## src/rtl/core/huffman_stream_encoder_macros.svh

```systemverilog
// Assertion macros for the huffman stream encoder.
// No dependencies; included by files that carry concurrent assertions.
`ifndef HUFFMAN_STREAM_ENCODER_MACROS_SVH
`define HUFFMAN_STREAM_ENCODER_MACROS_SVH

// Check a property on an explicit clock, disabled while reset is high.
`define HSE_ASSERT_CLK(label, clk, rst, prop, msg) \
   label: assert property (@(posedge clk) disable iff (rst) (prop)) else $error(msg);

// Same check on the block's own clock and reset.
`define HSE_ASSERT(label, prop, msg) \
   `HSE_ASSERT_CLK(label, clock, reset, prop, msg)

`endif

```

## src/rtl/core/hse_pkg.sv

```systemverilog
// Shared types and constants of the huffman stream encoder.
// No dependencies; imported by hse_packer and huffman_stream_encoder.
package hse_pkg;

   localparam int BYTE_W  = 8;
   localparam int SYM_W   = 8;
   localparam int OP_W    = 2;
   localparam int CODE_W  = 32;
   localparam int LEN_W   = 6;
   localparam int PEND_W  = 7;
   localparam int CNT_W   = 3;
   localparam int ACC_W   = CODE_W + PEND_W;
   localparam int RUN_W   = 3;
   localparam int POS_W   = 6;

   localparam int DEF_MAX_CODE_LEN = 32;
   localparam int DEF_SYMBOL_COUNT = 256;

   typedef enum logic [OP_W-1:0] {
      OP_LOAD   = 2'd0,
      OP_ENCODE = 2'd1,
      OP_FLUSH  = 2'd2
   } opcode_type;

   // Execute-stage control handed from the front end to the packer
   typedef struct packed {
      logic valid;   // an encode or flush waits in the execute stage
      logic flush;   // flush, else encode
      logic len_ok;  // length entry was written since reset
   } exec_ctl_type;

endpackage

```

## src/rtl/core/hse_packer.sv

```systemverilog
// Bit packer and byte emitter of the huffman stream encoder.
// Depends on hse_pkg; instantiated by huffman_stream_encoder.
module hse_packer
   import hse_pkg::*;
(
   input  logic               clock,
   input  logic               reset,
   input  exec_ctl_type       ex_ctl,
   input  logic [CODE_W-1:0]  ex_code,
   input  logic [LEN_W-1:0]   ex_len,
   output logic               ex_take,
   output logic               rsp_valid,
   input  logic               rsp_ready,
   output logic [BYTE_W-1:0]  rsp_out_byte,
   output logic               rsp_last_of_run,
   output logic               rsp_end_of_stream
);

   logic [PEND_W-1:0] pend_bits_ff, pend_bits_in;
   logic [CNT_W-1:0]  pend_cnt_ff, pend_cnt_in;
   logic [RUN_W-1:0]  run_ff, run_in;
   logic [ACC_W-1:0]  acc_ff, acc_in;
   logic [CNT_W-1:0]  tail_ff, tail_in;
   logic              eos_ff, eos_in;

   logic [LEN_W-1:0]  len_eff;
   logic [ACC_W-1:0]  code_mask;
   logic [ACC_W-1:0]  enc_acc;
   logic [POS_W-1:0]  enc_total;
   logic [CNT_W-1:0]  enc_rem;
   logic [BYTE_W-1:0] pad_byte;
   logic [RUN_W-1:0]  res_cnt;
   logic              emit_free;
   logic [POS_W-1:0]  pos;
   logic [ACC_W-1:0]  acc_shift;

   // Append the code bits below the pending bits
   always_comb begin
      len_eff   = ex_ctl.len_ok ? ex_len : '0;
      code_mask = ~({ACC_W{1'b1}} << len_eff);
      enc_acc   = ({{(ACC_W-PEND_W){1'b0}}, pend_bits_ff} << len_eff)
                | ({{(ACC_W-CODE_W){1'b0}}, ex_code} & code_mask);
      enc_total = {{(POS_W-CNT_W){1'b0}}, pend_cnt_ff} + len_eff;
      enc_rem   = enc_total[CNT_W-1:0];
      pad_byte  = BYTE_W'({1'b0, pend_bits_ff} << (4'(BYTE_W) - {1'b0, pend_cnt_ff}));
      if (ex_ctl.flush) begin
         res_cnt = (pend_cnt_ff != '0) ? RUN_W'(1) : '0;
      end else begin
         res_cnt = enc_total[POS_W-1:CNT_W];
      end
      emit_free = (run_ff == '0) || ((run_ff == RUN_W'(1)) && rsp_ready);
      ex_take   = ex_ctl.valid && ((res_cnt == '0) || emit_free);
   end

   always_comb begin
      pend_bits_in = pend_bits_ff;
      pend_cnt_in  = pend_cnt_ff;
      run_in       = run_ff;
      acc_in       = acc_ff;
      tail_in      = tail_ff;
      eos_in       = eos_ff;
      if (rsp_valid && rsp_ready) begin
         run_in = run_ff - RUN_W'(1);
      end
      if (ex_take) begin
         if (ex_ctl.flush) begin
            pend_bits_in = '0;
            pend_cnt_in  = '0;
         end else begin
            pend_bits_in = enc_acc[PEND_W-1:0] & ~({PEND_W{1'b1}} << enc_rem);
            pend_cnt_in  = enc_rem;
         end
         // load the next burst once the previous one drains; an item that
         // yields no byte leaves a draining burst alone
         if (res_cnt != '0) begin
            run_in  = res_cnt;
            acc_in  = ex_ctl.flush ? {{(ACC_W-BYTE_W){1'b0}}, pad_byte} : enc_acc;
            tail_in = ex_ctl.flush ? '0 : enc_rem;
            eos_in  = ex_ctl.flush;
         end
      end
   end

   always_ff @(posedge clock) begin
      if (reset) begin
         pend_bits_ff <= '0;
         pend_cnt_ff  <= '0;
         run_ff       <= '0;
      end else begin
         pend_bits_ff <= pend_bits_in;
         pend_cnt_ff  <= pend_cnt_in;
         run_ff       <= run_in;
      end
      acc_ff  <= acc_in;
      tail_ff <= tail_in;
      eos_ff  <= eos_in;
   end

   // Earliest byte sits highest; each beat walks down by one byte
   always_comb begin
      pos       = {run_ff - RUN_W'(1), tail_ff};
      acc_shift = acc_ff >> pos;
   end

   assign rsp_valid         = (run_ff != '0);
   assign rsp_out_byte      = acc_shift[BYTE_W-1:0];
   assign rsp_last_of_run   = (run_ff == RUN_W'(1));
   assign rsp_end_of_stream = eos_ff;

endmodule

```

## config.mk

```make
export PLATFORM = sky130hd
export DESIGN_NAME = hse_packer
export DESIGN_NICKNAME = d
export VERILOG_FILES = /design/src/rtl/core/huffman_stream_encoder_macros.svh /design/src/rtl/core/hse_pkg.sv /design/src/rtl/core/hse_packer.sv
export SDC_FILE = /design/constraint.sdc
export NUM_CORES = 1
export LEC_CHECK = 0
export BUFFER_PORTS_ARGS = -buffer_cell sky130_fd_sc_hd__buf_2
export CORE_MARGIN = 4
export CORE_UTILIZATION = 60
export CTS_CLUSTER_DIAMETER = 100
export DETAILED_ROUTE_END_ITERATION = 12
export PLACE_DENSITY = 0.79
export SYNTH_ARGS = -nofsm -noshare
export SYNTH_HDL_FRONTEND = slang
export SYNTH_SLANG_ARGS = --single-unit
```

## constraint.sdc

```tcl
create_clock -name clock -period 7.5 [get_ports clock]
set_input_delay 1.5 -clock clock [delete_from_list [all_inputs] [get_ports clock]]
set_output_delay 1.5 -clock clock [all_outputs]
set_load 0.03 [all_outputs]
```

==> summary.txt, run 1 <==
CTS
  – Hold-fix buffers, CTS: 0
  – Max clock buf depth: 2
  – Post-CTS Setup Inserts: 0
  – Total CTS buffers: 5
  – Post-cts resize count: 0
  – Htree depth: 2
  – CTS Sinks: 56
  – CTS Root Cell: clkbuf_8
  – Clk_lat worst skew: 0.30 ns
  – Clock transition at path regs: roughly 0.11 ns
  – TritonCTS clock tree: yes

Floorplanning
  – Die Ht: 103 µm
  – # rows: 34
  – Core ar.: slightly below 9000 µm²
  – Initial Util: 62.1%
  – DIE WIDTH: 103 µm
  – Num ports: 56
  – DIE AREA: 10700 µm²

Worst setup path
  – CP endpoint: ex_take
  – CP delay by family, top: compound AO/OA/AOI/OAI gates
  – Setup slack, reg-to-reg: 4.41 ns
  – Crit path cell chain: buf_2 -> nand2_1 -> inv_1 -> ha_1 -> a31oi_1 -> a2111oi_2 -> a211oi_2 -> o211a_4 -> nor2_4 -> inv_1 -> buf_2
  – Crit path buf inv count: 4
  – Worst R2R End: run_ff[1]
  – CP Capture Type: output port
  – Crit path largest cell delay: 0.56 ns
  – RR Startpoint: run_ff[0]
  – Worst setup path startpoint: ex_ctl[0]
  – Crit Path Max Fanout: 41
  – Setup crit start kind: input pin
  – CP max-delay cell: buf_2
  – WP data arrival: 4.55 ns
  – Setup Crit Path Kind: in2out
  – Critical path depth: 11
  – Req. time, crit path: approximately 6.0 ns
  – Path depth of the worst reg2reg path: 8

Pwr
  – Pwr Density: between 200 and 250 nW/µm²
  – Clk network pwr share: roughly 12%
  – Peak VDD IR: 0.0999 mV
  – P_int: 761 µW
  – Sw frac: between 40% and 50%
  – Switch Pwr: 594 µW
  – Design Power: 1360 µW
  – Logic pwr share: 53.7%
  – Reg power frac: 34.0%
  – Pleak: 0.00205 µW

Detailed routing
  – First-pass iteration count of the detailed router: 5
  – Final wirelength: ~16 mm
  – Post-DR wirelength/cell: 22.7 µm
  – Residual DRC: 0
  – Vias: 5147
  – DR iter-0 viols: 614
  – Remaining antenna violation count: 0
  – DR vias/cell: 7.23

Global routing
  – First-pass GRT wire length: 25.3 mm
  – GR Util All Layers: 30.7%
  – Initial antenna violation count: 0
  – Largest net degree at the start of global routing: 46
  – Number of global-route vias before repair: 4663
  – Gr ovfl total: 0

Synthesis
  – Netlist cell types: 68
  – Post-synth ARST share: 0%
  – Cells after Synth: 580
  – Post-synth EDFFs: 43
  – Yosys warning count: 0
  – Seq/Total Area, Yosys: 28.5%
  – Register bit count reported by yosys: 56
  – Ys flop type: edfxtp_1
  – Syn_area_per_cell: ~9.4 µm²
  – Syn nets: 632
  – Synthesized area: 5440 µm²

STA
  – Final TNS setup: 0 ns
  – Rel. slew slack: 30.4%
  – Final Setup Violations: 0
  – Tmin final: 6.05 ns
  – Max Slew Vio Count: 0
  – Worst Tran Pin Value: 1.04 ns
  – Final critical-path share of the clock period: 80.7%
  – WHS: 0.535 ns
  – Max Fclk: 0.165 GHz
  – Clk_skew: 0.0100 ns
  – RSZ-0062 raised after global routing: false
  – PnR worst setup slack: 1.45 ns
  – Hold Violations, Final: 0

Layout
  – Layout cell share with drive strength beyond 1: 22.5%
  – Final Net Count: between 600 and 700
  – Area growth syn-to-layout: 6.41%
  – ANT cells: 0
  – Register Area: 1550 µm²
  – Fill count: 738
  – Multi-input logic area: 3630 µm²
  – Post-Layout Cell Count: 712

Flow run
  – Max cap viols: 0

Placed design
  – HPWL Detailed: around 12 mm
  – # port buffers: 55
  – Routability cong.: between 1 and 1.5
  – Worst slack at placement: 1.53 ns
  – Dpl cells: 704

Run status
  – Status: complete, no violations

Min path
  – Hold crit path type: reg2reg
-- cell usage after synthesis (6+ instances only) --
library cell	instances	share of area [%]
nand2_1	63	4.3
a22oi_1	7	0.97
nand2b_1	6	0.69
mux2i_1	24	4.4
mux2_2	6	1.2
a32oi_1	9	1.4
buf_2	16	1.5
mux4_2	44	18
o22ai_1	7	0.80
o21ai_1	15	1.4
nor2b_1	14	1.6
inv_1	15	1.0
nor3_1	10	0.92
a21oi_1	45	4.1
edfxtp_1	43	24
dfxtp_1	13	4.8
ha_1	8	1.8
a211oi_1	9	1.2
o31ai_1	7	0.97
nand4_1	6	0.69
o21ai_0	23	2.1
nand3_1	24	2.2
clkbuf_1	22	1.5
nor2_1	43	3.0
-- layout by cell type (no fill, tap or decap), types with 15 or more instances in the layout --
cell and instances:
a21oi_1 44, buf_2 55, edfxtp_1 43, inv_1 15
mux2i_1 24, mux4_2 44, nand2_1 63, nand3_1 24
nor2_1 43, o21ai_0 23, o21ai_1 15
-- state kept, by name, indices dropped and copies added (netlist names) --
| signal | flops |
|---|---|
| run_ff | 3 |
| tail_ff | 3 |
| rsp_end_of_stream | 1 |
| acc_ff | 39 |
| pend_bits_ff | 7 |
| pend_cnt_ff | 3 |
-- layer usage --
metal	vias up	GRT usage, %	part of all wire, %
li1	2314	-	-
met1	2443	43.9	39
met2	341	49.4	47
met3	49	2.95	9.6
met4	0	10.9	3.7
met5	-	0	0
-- how the worst min path moves through the flow --
stage	from	endpoint	slack (ns)	cells after the start
finish	pend_cnt_ff[2]	pend_cnt_ff[2]	0.53	2
detailed placement	pend_cnt_ff[2]	pend_cnt_ff[2]	0.52	2
global route	pend_cnt_ff[2]	pend_cnt_ff[2]	0.57	2
floorplan	pend_cnt_ff[2]	pend_cnt_ff[2]	0.47	2
CTS	pend_cnt_ff[2]	pend_cnt_ff[2]	0.53	2
global placement	pend_cnt_ff[2]	pend_cnt_ff[2]	0.50	2
-- cell type report --
class,instances,share of cell area (%)
multi-input combinational,461,62.6
sequential,56,26.8
timing repair buffer,61,5.53
tap,108,2.33
clock buffer,5,1.19
inverter,18,1.17
clock inverter,3,0.367
-- worst min-delay path, stage by stage, from the launching register on --
cell and delay (ns):
dfxtp_1 0.36, nand3_1 0.08, a21oi_1 0.05
-- cells by family after synthesis --
group           count (synthesis)  share of synthesized area (%)
flops                          56                           28.5
compound gates                173                           21.7
buf+inv                        63                           5.06
fa+ha+maj                       8                           1.84
mux                            76                           24.3
simple gates                  196                           17.3
xor+xnor                        8                           1.29
-- through the flow --
stage / area (µm²) / utilization [%]
2_1_floorplan: 5440 / -
3_3_place_gp: 5700 / 65.1
3_5_place_dp: 5700 / 65.1
4_1_cts: 5790 / 66.1
5_1_grt: 5790 / 66.1
6_report: 5790 / 66.1
-- power groups by stage --
stage               logic [µW]  registers (µW)  clock network, µW
CTS                        724             459                170
finish                     728             461                167
global route               778             468                181
global placement           707             461                  0
floorplan                  579             430                  0
detailed placement         722             467                  0
(Power assumes the default switching activity.)
==> run 2, diff against run 1 <==
--- a/config.mk
+++ b/config.mk
@@ -7,10 +7,10 @@
 export LEC_CHECK = 0
 export BUFFER_PORTS_ARGS = -buffer_cell sky130_fd_sc_hd__buf_2
 export CORE_MARGIN = 4
-export CORE_UTILIZATION = 60
+export CORE_UTILIZATION = 55
 export CTS_CLUSTER_DIAMETER = 100
 export DETAILED_ROUTE_END_ITERATION = 12
-export PLACE_DENSITY = 0.79
+export PLACE_DENSITY = 0.76
 export SYNTH_ARGS = -nofsm -noshare
 export SYNTH_HDL_FRONTEND = slang
 export SYNTH_SLANG_ARGS = --single-unit
==> constraint.sdc (replaced) <==
create_clock -name clock -period 4.9 [get_ports clock]
set_input_delay 0.98 -clock clock [delete_from_list [all_inputs] [get_ports clock]]
set_output_delay 0.98 -clock clock [all_outputs]
set_load 0.03 [all_outputs]
==> run 2 against run 1 <==
Compared with the run above: combinational power rose by 58%; die area rose by 8.4%; total power rose by 61%; sequential cell count did not move; first-iteration DRC count rose by 19%; sequential share of layout area fell by 0.34 points; global-route usage fell by 2.5 points; clock power rose by 110%; utilization fell by 5.5 points; register-to-register slack got worse by 2.5 ns; via count rose by 0.99%; hold slack improved by 0.0038 ns; largest power group unchanged.
==> summary.txt, run 2 (same netlist as run 1, synthesis figures left out) <==
Pwr
  – Reg power frac: 31.3% (was 34.0%)
  – Pwr Density: 371 nW/µm² (was 234 nW/µm²)
  – Design Power: 2180 µW (was 1360 µW)
  – P_int: 1270 µW (was 761 µW)
  – Switch Pwr: 906 µW (was 594 µW)
  – Sw frac: 41.6% (was 43.8%)
  – Clk network pwr share: 16.1% (was 12.3%)
  – Peak VDD IR: 0.189 mV (was 0.0999 mV)
  – Logic pwr share: 52.7% (was 53.7%)
  – Pleak: 0.00207 µW (was 0.00205 µW)

CTS
  – Hold-fix buffers, CTS: 0 (unchanged)
  – Clock transition at path regs: 0.09 ns (was 0.11 ns)
  – Total CTS buffers: 5 (unchanged)
  – Post-cts resize count: 0 (unchanged)
  – CTS Root Cell: clkbuf_8 (unchanged)
  – TritonCTS clock tree: yes (unchanged)
  – Htree depth: 2 (unchanged)
  – Clk_lat worst skew: 0.31 ns (was 0.30 ns)
  – Post-CTS Setup Inserts: 0 (unchanged)
  – Max clock buf depth: 2 (unchanged)
  – CTS Sinks: 56 (unchanged)

Global routing
  – Initial antenna violation count: 0 (unchanged)
  – Gr ovfl total: 0 (unchanged)
  – Largest net degree at the start of global routing: 45 (was 46)
  – Number of global-route vias before repair: 4814 (was 4663)
  – GR Util All Layers: 28.2% (was 30.7%)
  – First-pass GRT wire length: 25.5 mm (was 25.3 mm)

STA
  – Clk_skew: 0.00575 ns (was 0.0100 ns)
  – Tmin final: between 4 and 5 ns
  – PnR worst setup slack: 0.392 ns (was 1.45 ns)
  – Max Fclk: approximately 0.22 GHz
  – Final TNS setup: 0 ns (unchanged)
  – Rel. slew slack: 11.4% (was 30.4%)
  – Hold Violations, Final: 0 (unchanged)
  – Max Slew Vio Count: 0 (unchanged)
  – Final critical-path share of the clock period: 92.0%
  – Final Setup Violations: 0 (unchanged)
  – Worst Tran Pin Value: 1.32 ns (was 1.04 ns)
  – RSZ-0062 raised after global routing: false (unchanged)

Detailed routing
  – Vias: 5198 (was 5147)
  – Remaining antenna violation count: 0 (unchanged)
  – Residual DRC: 0 (unchanged)
  – Post-DR wirelength/cell: 21.9 µm (was 22.7 µm)
  – First-pass iteration count of the detailed router: 5 (unchanged)
  – Final wirelength: 16.1 mm (was 16.2 mm)
  – DR vias/cell: 7.05 (was 7.23)
  – DR iter-0 viols: 728 (was 614)

Worst setup path
  – Crit Path Max Fanout: 15 (was 41)
  – Setup crit start kind: input pin (unchanged)
  – CP max-delay cell: a31oi_1 (was buf_2)
  – CP Capture Type: output port (unchanged)
  – WP data arrival: 3.53 ns (was 4.55 ns)
  – Crit path cell chain: buf_2 -> nand2_1 -> inv_1 -> ha_1 -> a31oi_1 -> a2111oi_2 -> a211oi_2 -> o211a_4 -> nor2_4 -> inv_1 -> buf_2 (unchanged)
  – Setup Crit Path Kind: in2out (unchanged)
  – Crit path largest cell delay: 0.44 ns (was 0.56 ns)
  – Req. time, crit path: 3.92 ns (was 6.00 ns)

Layout
  – Commonest non-fill, non-tap cells in the layout: 63 x nand2_1, 55 x buf_2, 44 x a21oi_1, 44 x mux4_2 (unchanged)
  – Layout cell share with drive strength beyond 1: 22.4% (was 22.5%)
  – Post-route cell area: 5870 µm² (was 5790 µm²)
  – Area growth syn-to-layout: 7.77% (was 6.41%)
  – Commonest non-fill, non-tap cell in the layout: nand2_1 (unchanged)
  – ANT cells: 0 (unchanged)
  – Top reg by flops: acc_ff (unchanged)
  – Fill count: 817 (was 738)
  – Final Net Count: 655 (unchanged)
  – Biggest regs: acc_ff: 39 flops, pend_bits_ff: 7 flops (unchanged)
  – Max reg flops: 39 (unchanged)

Placed design
  – HPWL Detailed: 12.4 mm (about the same)
  – Dpl cell area: 5730 µm² (was 5700 µm²)
  – Worst slack at placement: 0.501 ns (was 1.53 ns)
  – Routability cong.: 1.03 (was 1.01)
  – # port buffers: 55 (unchanged)

Run status
  – Status: complete, no violations (unchanged)

Floorplanning
  – DIE WIDTH: 107 µm (was 103 µm)
  – Num ports: 56 (unchanged)
  – Core ar.: 9680 µm² (was 8760 µm²)
  – Die Ht: 107 µm (was 103 µm)
  – DIE AREA: 11600 µm² (was 10700 µm²)
  – Initial Util: 56.2% (was 62.1%)
  – # rows: 36 (was 34)

Min path
  – Hold crit path type: reg2reg (unchanged)

Flow run
  – Max cap viols: 0 (unchanged)
## run 2: area by class of cell
type / count / area (µm²) / area share [%]
Tap cell: 133 / 166 / 2.84
Sequential cell: 56 / 1550 / 26.5
Clock buffer: 6 / 72.6 / 1.24
Clock inverter: 2 / 60.1 / 1.02
Multi-Input combinational cell: 461 / 3630 / 61.8
Timing Repair Buffer: 61 / 320 / 5.46
Inverter: 18 / 67.6 / 1.15
## run 2: power by group through the flow
stage | combinational (µW) | clock [µW] | sequential (µW)
6_report | 1150 | 349 | 680
5_1_grt | 1230 | 370 | 691
4_1_cts | 1140 | 357 | 679
3_5_place_dp | 1130 | 0 | 690
3_3_place_gp | 1110 | 0 | 683
2_1_floorplan | 888 | 0 | 656
## run 2: path summary, 6_finish.rpt
kind / startpoint / endpoint / slack (ns) / depth (start not counted)
worst max-delay path: ex_len[2] / ex_take / 0.39 / 11
worst min-delay path: pend_cnt_ff[2] / pend_cnt_ff[2] / 0.54 / 2
worst max register to register: pend_cnt_ff[0] / acc_ff[23] / 1.88 / 8
worst min register to register: pend_cnt_ff[2] / pend_cnt_ff[2] / 0.54 / 2
## run 2: per-layer routing
layer / track usage (%) / wire length [µm]
met5: 0 / 0
met4: 11.5 / 747
met3: 3.42 / 1560
met2: 45.0 / 7460
met1: 39.3 / 6360
## run 2: worst max-delay path, delay by kind of cell
kind / cells / cell delay (ns)
compound gates: 4 / 1.17
fa+ha+maj: 1 / 0.36
buf+inv: 4 / 0.69
simple gates: 2 / 0.32
## run 2: stage by stage
step           utilization [%]  hold WS [ns]  std cells
2_1_floorplan                -         0.474        580
3_3_place_gp              59.2         0.495        729
3_5_place_dp              59.2         0.507        729
4_1_cts                   60.6         0.534        737
5_1_grt                   60.6         0.567        737
6_report                  60.6         0.539        737
==> run 3, diff against run 2 <==
==> constraint.sdc (replaced) <==
create_clock -name clock -period 3.76 [get_ports clock]
set_input_delay 0.752 -clock clock [delete_from_list [all_inputs] [get_ports clock]]
set_output_delay 0.752 -clock clock [all_outputs]
set_load 0.03 [all_outputs]
==> run 3 against run 2 <==
Compared with the run above: sequential share of layout area fell by 0.55 points; first-iteration DRC count fell by 16%; design area rose by 2.1%; count of clock-buffer cells in the layout did not move; critical endpoint unchanged; largest cell class unchanged.
==> summary.txt, run 3 (same netlist as run 1, synthesis figures left out) <==
CTS
  – Total CTS buffers: 5 (unchanged)
  – Hold-fix buffers, CTS: 0 (unchanged)
  – Clock transition at path regs: 0.09 ns (about the same)
  – CTS Sinks: 56 (unchanged)
  – TritonCTS clock tree: yes (unchanged)
  – Post-CTS Setup Inserts: 0 (unchanged)
  – Max clock buf depth: 2 (unchanged)
  – CTS Root Cell: clkbuf_8 (unchanged)
  – Clk_lat worst skew: 0.31 ns (about the same)
  – Htree depth: 2 (unchanged)
  – Post-cts resize count: 0 (unchanged)

Flow run
  – Max cap viols: 0 (unchanged)

Global routing
  – Gr ovfl total: 0 (unchanged)
  – Largest net degree at the start of global routing: 46 (was 45)
  – Initial antenna violation count: 0 (unchanged)
  – First-pass GRT wire length: 26.3 mm (was 25.5 mm)
  – Number of global-route vias before repair: 4843 (was 4814)
  – GR Util All Layers: 29.2% (was 28.2%)

Min path
  – Hold endpoint: pend_cnt_ff[2] (unchanged)
  – Hold Startpoint: pend_cnt_ff[2] (unchanged)
  – Worst hold path cell count: 2 (unchanged)
  – Hold crit path type: reg2reg (unchanged)

Layout
  – Commonest non-fill, non-tap cells in the layout: 63 x nand2_1, 55 x buf_2, 44 x a21oi_1, 44 x mux4_2 (unchanged)
  – Top reg by flops: acc_ff (unchanged)
  – Area growth syn-to-layout: 10.1% (was 7.77%)
  – Max reg flops: 39 (unchanged)
  – ANT cells: 0 (unchanged)
  – Biggest regs: acc_ff: 39 flops, pend_bits_ff: 7 flops (unchanged)
  – Layout cell share with drive strength beyond 1: 24.6% (was 22.4%)
  – Post-route cell area: 5990 µm² (was 5870 µm²)
  – Final Net Count: 670 (was 655)
  – Commonest non-fill, non-tap cell in the layout: nand2_1 (unchanged)
  – Fill count: 846 (was 817)

STA
  – Final TNS setup: 0 ns (unchanged)
  – RSZ-0062 raised after global routing: false (unchanged)
  – Max Slew Vio Count: 0 (unchanged)
  – Max Fclk: between 0.2 and 0.3 GHz
  – Worst Tran Pin Value: 0.845 ns (was 1.32 ns)
  – Rel. slew slack: 43.2% (was 11.4%)
  – Final Setup Violations: 0 (unchanged)
  – Clk_skew: 0.0127 ns (was 0.00575 ns)
  – Tmin final: 3.58 ns
  – Hold Violations, Final: 0 (unchanged)
  – Final critical-path share of the clock period: 95.2%

Detailed routing
  – Post-DR wirelength/cell: 22.0 µm (was 21.9 µm)
  – DR iter-0 viols: 608 (was 728)
  – Final wirelength: 16.5 mm (was 16.1 mm)
  – Vias: 5165 (was 5198)
  – DR vias/cell: 6.87 (was 7.05)
  – Remaining antenna violation count: 0 (unchanged)
  – Residual DRC: 0 (unchanged)
  – First-pass iteration count of the detailed router: 8 (was 5)

Worst setup path
  – Setup Crit Path Kind: in2out (unchanged)
  – CP Capture Type: output port (unchanged)
  – CP max-delay cell: o211a_4 (was a31oi_1)
  – Path depth of the worst reg2reg path: 8 (unchanged)
  – RR Startpoint: pend_cnt_ff[0] (unchanged)
  – Crit path largest cell delay: 0.29 ns (was 0.44 ns)
  – Worst R2R End: acc_ff[20] (was acc_ff[23])
  – Req. time, crit path: 3.01 ns (was 3.92 ns)
  – WP data arrival: 2.83 ns (was 3.53 ns)
  – Crit Path Max Fanout: 8 (was 15)
  – Setup slack, reg-to-reg: 1.01 ns (was 1.88 ns)
  – Setup crit start kind: input pin (unchanged)
  – Crit path cell chain: buf_2 -> nand2_2 -> inv_1 -> ha_1 -> ha_1 -> a21oi_1 -> a21boi_1 -> xnor2_1 -> o211a_4 -> nor2_4 -> inv_2 -> buf_2 (was buf_2 -> nand2_1 -> inv_1 -> ha_1 -> a31oi_1 -> a2111oi_2 -> a211oi_2 -> o211a_4 -> nor2_4 -> inv_1 -> buf_2)

Pwr
  – Clk network pwr share: 11.7% (was 16.1%)
  – Logic pwr share: 55.9% (was 52.7%)
  – Pleak: 0.00213 µW (was 0.00207 µW)
  – P_int: 1550 µW (was 1270 µW)
  – Peak VDD IR: 0.369 mV (was 0.189 mV)
  – Design Power: 2740 µW (was 2180 µW)
  – Switch Pwr: 1190 µW (was 906 µW)
  – Sw frac: 43.5% (was 41.6%)
  – Reg power frac: 32.5% (was 31.3%)
  – Pwr Density: 458 nW/µm² (was 371 nW/µm²)

Placed design
  – Routability cong.: 0.941 (was 1.03)
  – Dpl cell area: 5880 µm² (was 5730 µm²)
  – # port buffers: 55 (unchanged)
  – HPWL Detailed: 13.0 mm (was 12.4 mm)

Floorplanning
  – Initial Util: 56.2% (unchanged)
  – DIE AREA: 11600 µm² (unchanged)
  – Die Ht: 107 µm (unchanged)
  – Core ar.: 9680 µm² (unchanged)
  – # rows: 36 (unchanged)
  – Num ports: 56 (unchanged)
  – DIE WIDTH: 107 µm (unchanged)

Run status
  – Status: complete, no violations (unchanged)
run 3: changes by cell type in the layout (fill, tap and decap cells not counted), sizes merged:
| cell | previous run | this run |
|---|---|---|
| buf | 61 | 76 |
| bufinv | 2 | 0 |
| clkinv | 2 | 3 |
| clkinvlp | 0 | 1 |
run 3: final cells by class:
class	instances	area, µm²	share of cell area, %
inverters	18	67.6	1.13
multi-input cells	461	3650	60.9
repair buffers	76	470	7.85
clock buffers	6	72.6	1.21
flip-flops and latches	56	1550	25.9
well taps	133	166	2.78
clock inverters	2	16.3	0.272
run 3: power groups by stage:
stage / combinational [µW] / sequential, µW / clock, µW
2_1_floorplan: 1160 / 852 / 0
6_report: 1530 / 891 / 320
5_1_grt: 1650 / 903 / 362
3_5_place_dp: 1510 / 903 / 0
4_1_cts: 1520 / 888 / 330
3_3_place_gp: 1480 / 894 / 0
run 3: routing by layer:
metal | GRT usage (%) | vias up | part of all wire [%]
met2 | 46.5 | 320 | 47
li1 | - | 2336 | -
met4 | 11.1 | 0 | 4.3
met5 | 0 | - | 0
met1 | 40.3 | 2446 | 40
met3 | 4.80 | 63 | 8.9
run 3: through the flow:
step                hold slack, ns  util, %  worst slack [ns]  std cells
floorplan                    0.474        -            0.0121        580
global placement             0.504     60.7             0.271        744
detailed placement           0.522     60.7             0.183        744
CTS                          0.535     61.7             0.182        752
global route                 0.580     61.9            0.0132        752
finish                       0.538     61.9             0.179        752
run 3: worst max-delay path by stage:
stage                          from         to  slack (ns)
final                     ex_ctl[0]    ex_take        0.18
after global routing      ex_ctl[0]    ex_take        0.01
after CTS                 ex_ctl[0]    ex_take        0.18
after detailed placement  ex_ctl[0]    ex_take        0.18
after global placement    ex_ctl[0]    ex_take        0.27
after floorplan           ex_ctl[0]  acc_ff[0]        0.01
run 3: worst max-delay path, delay by kind of cell:
family	cells	cell delay, ns
xor+xnor	1	0.15
fa+ha+maj	2	0.46
buf+inv	4	0.49
compound gates	3	0.64
simple gates	2	0.31
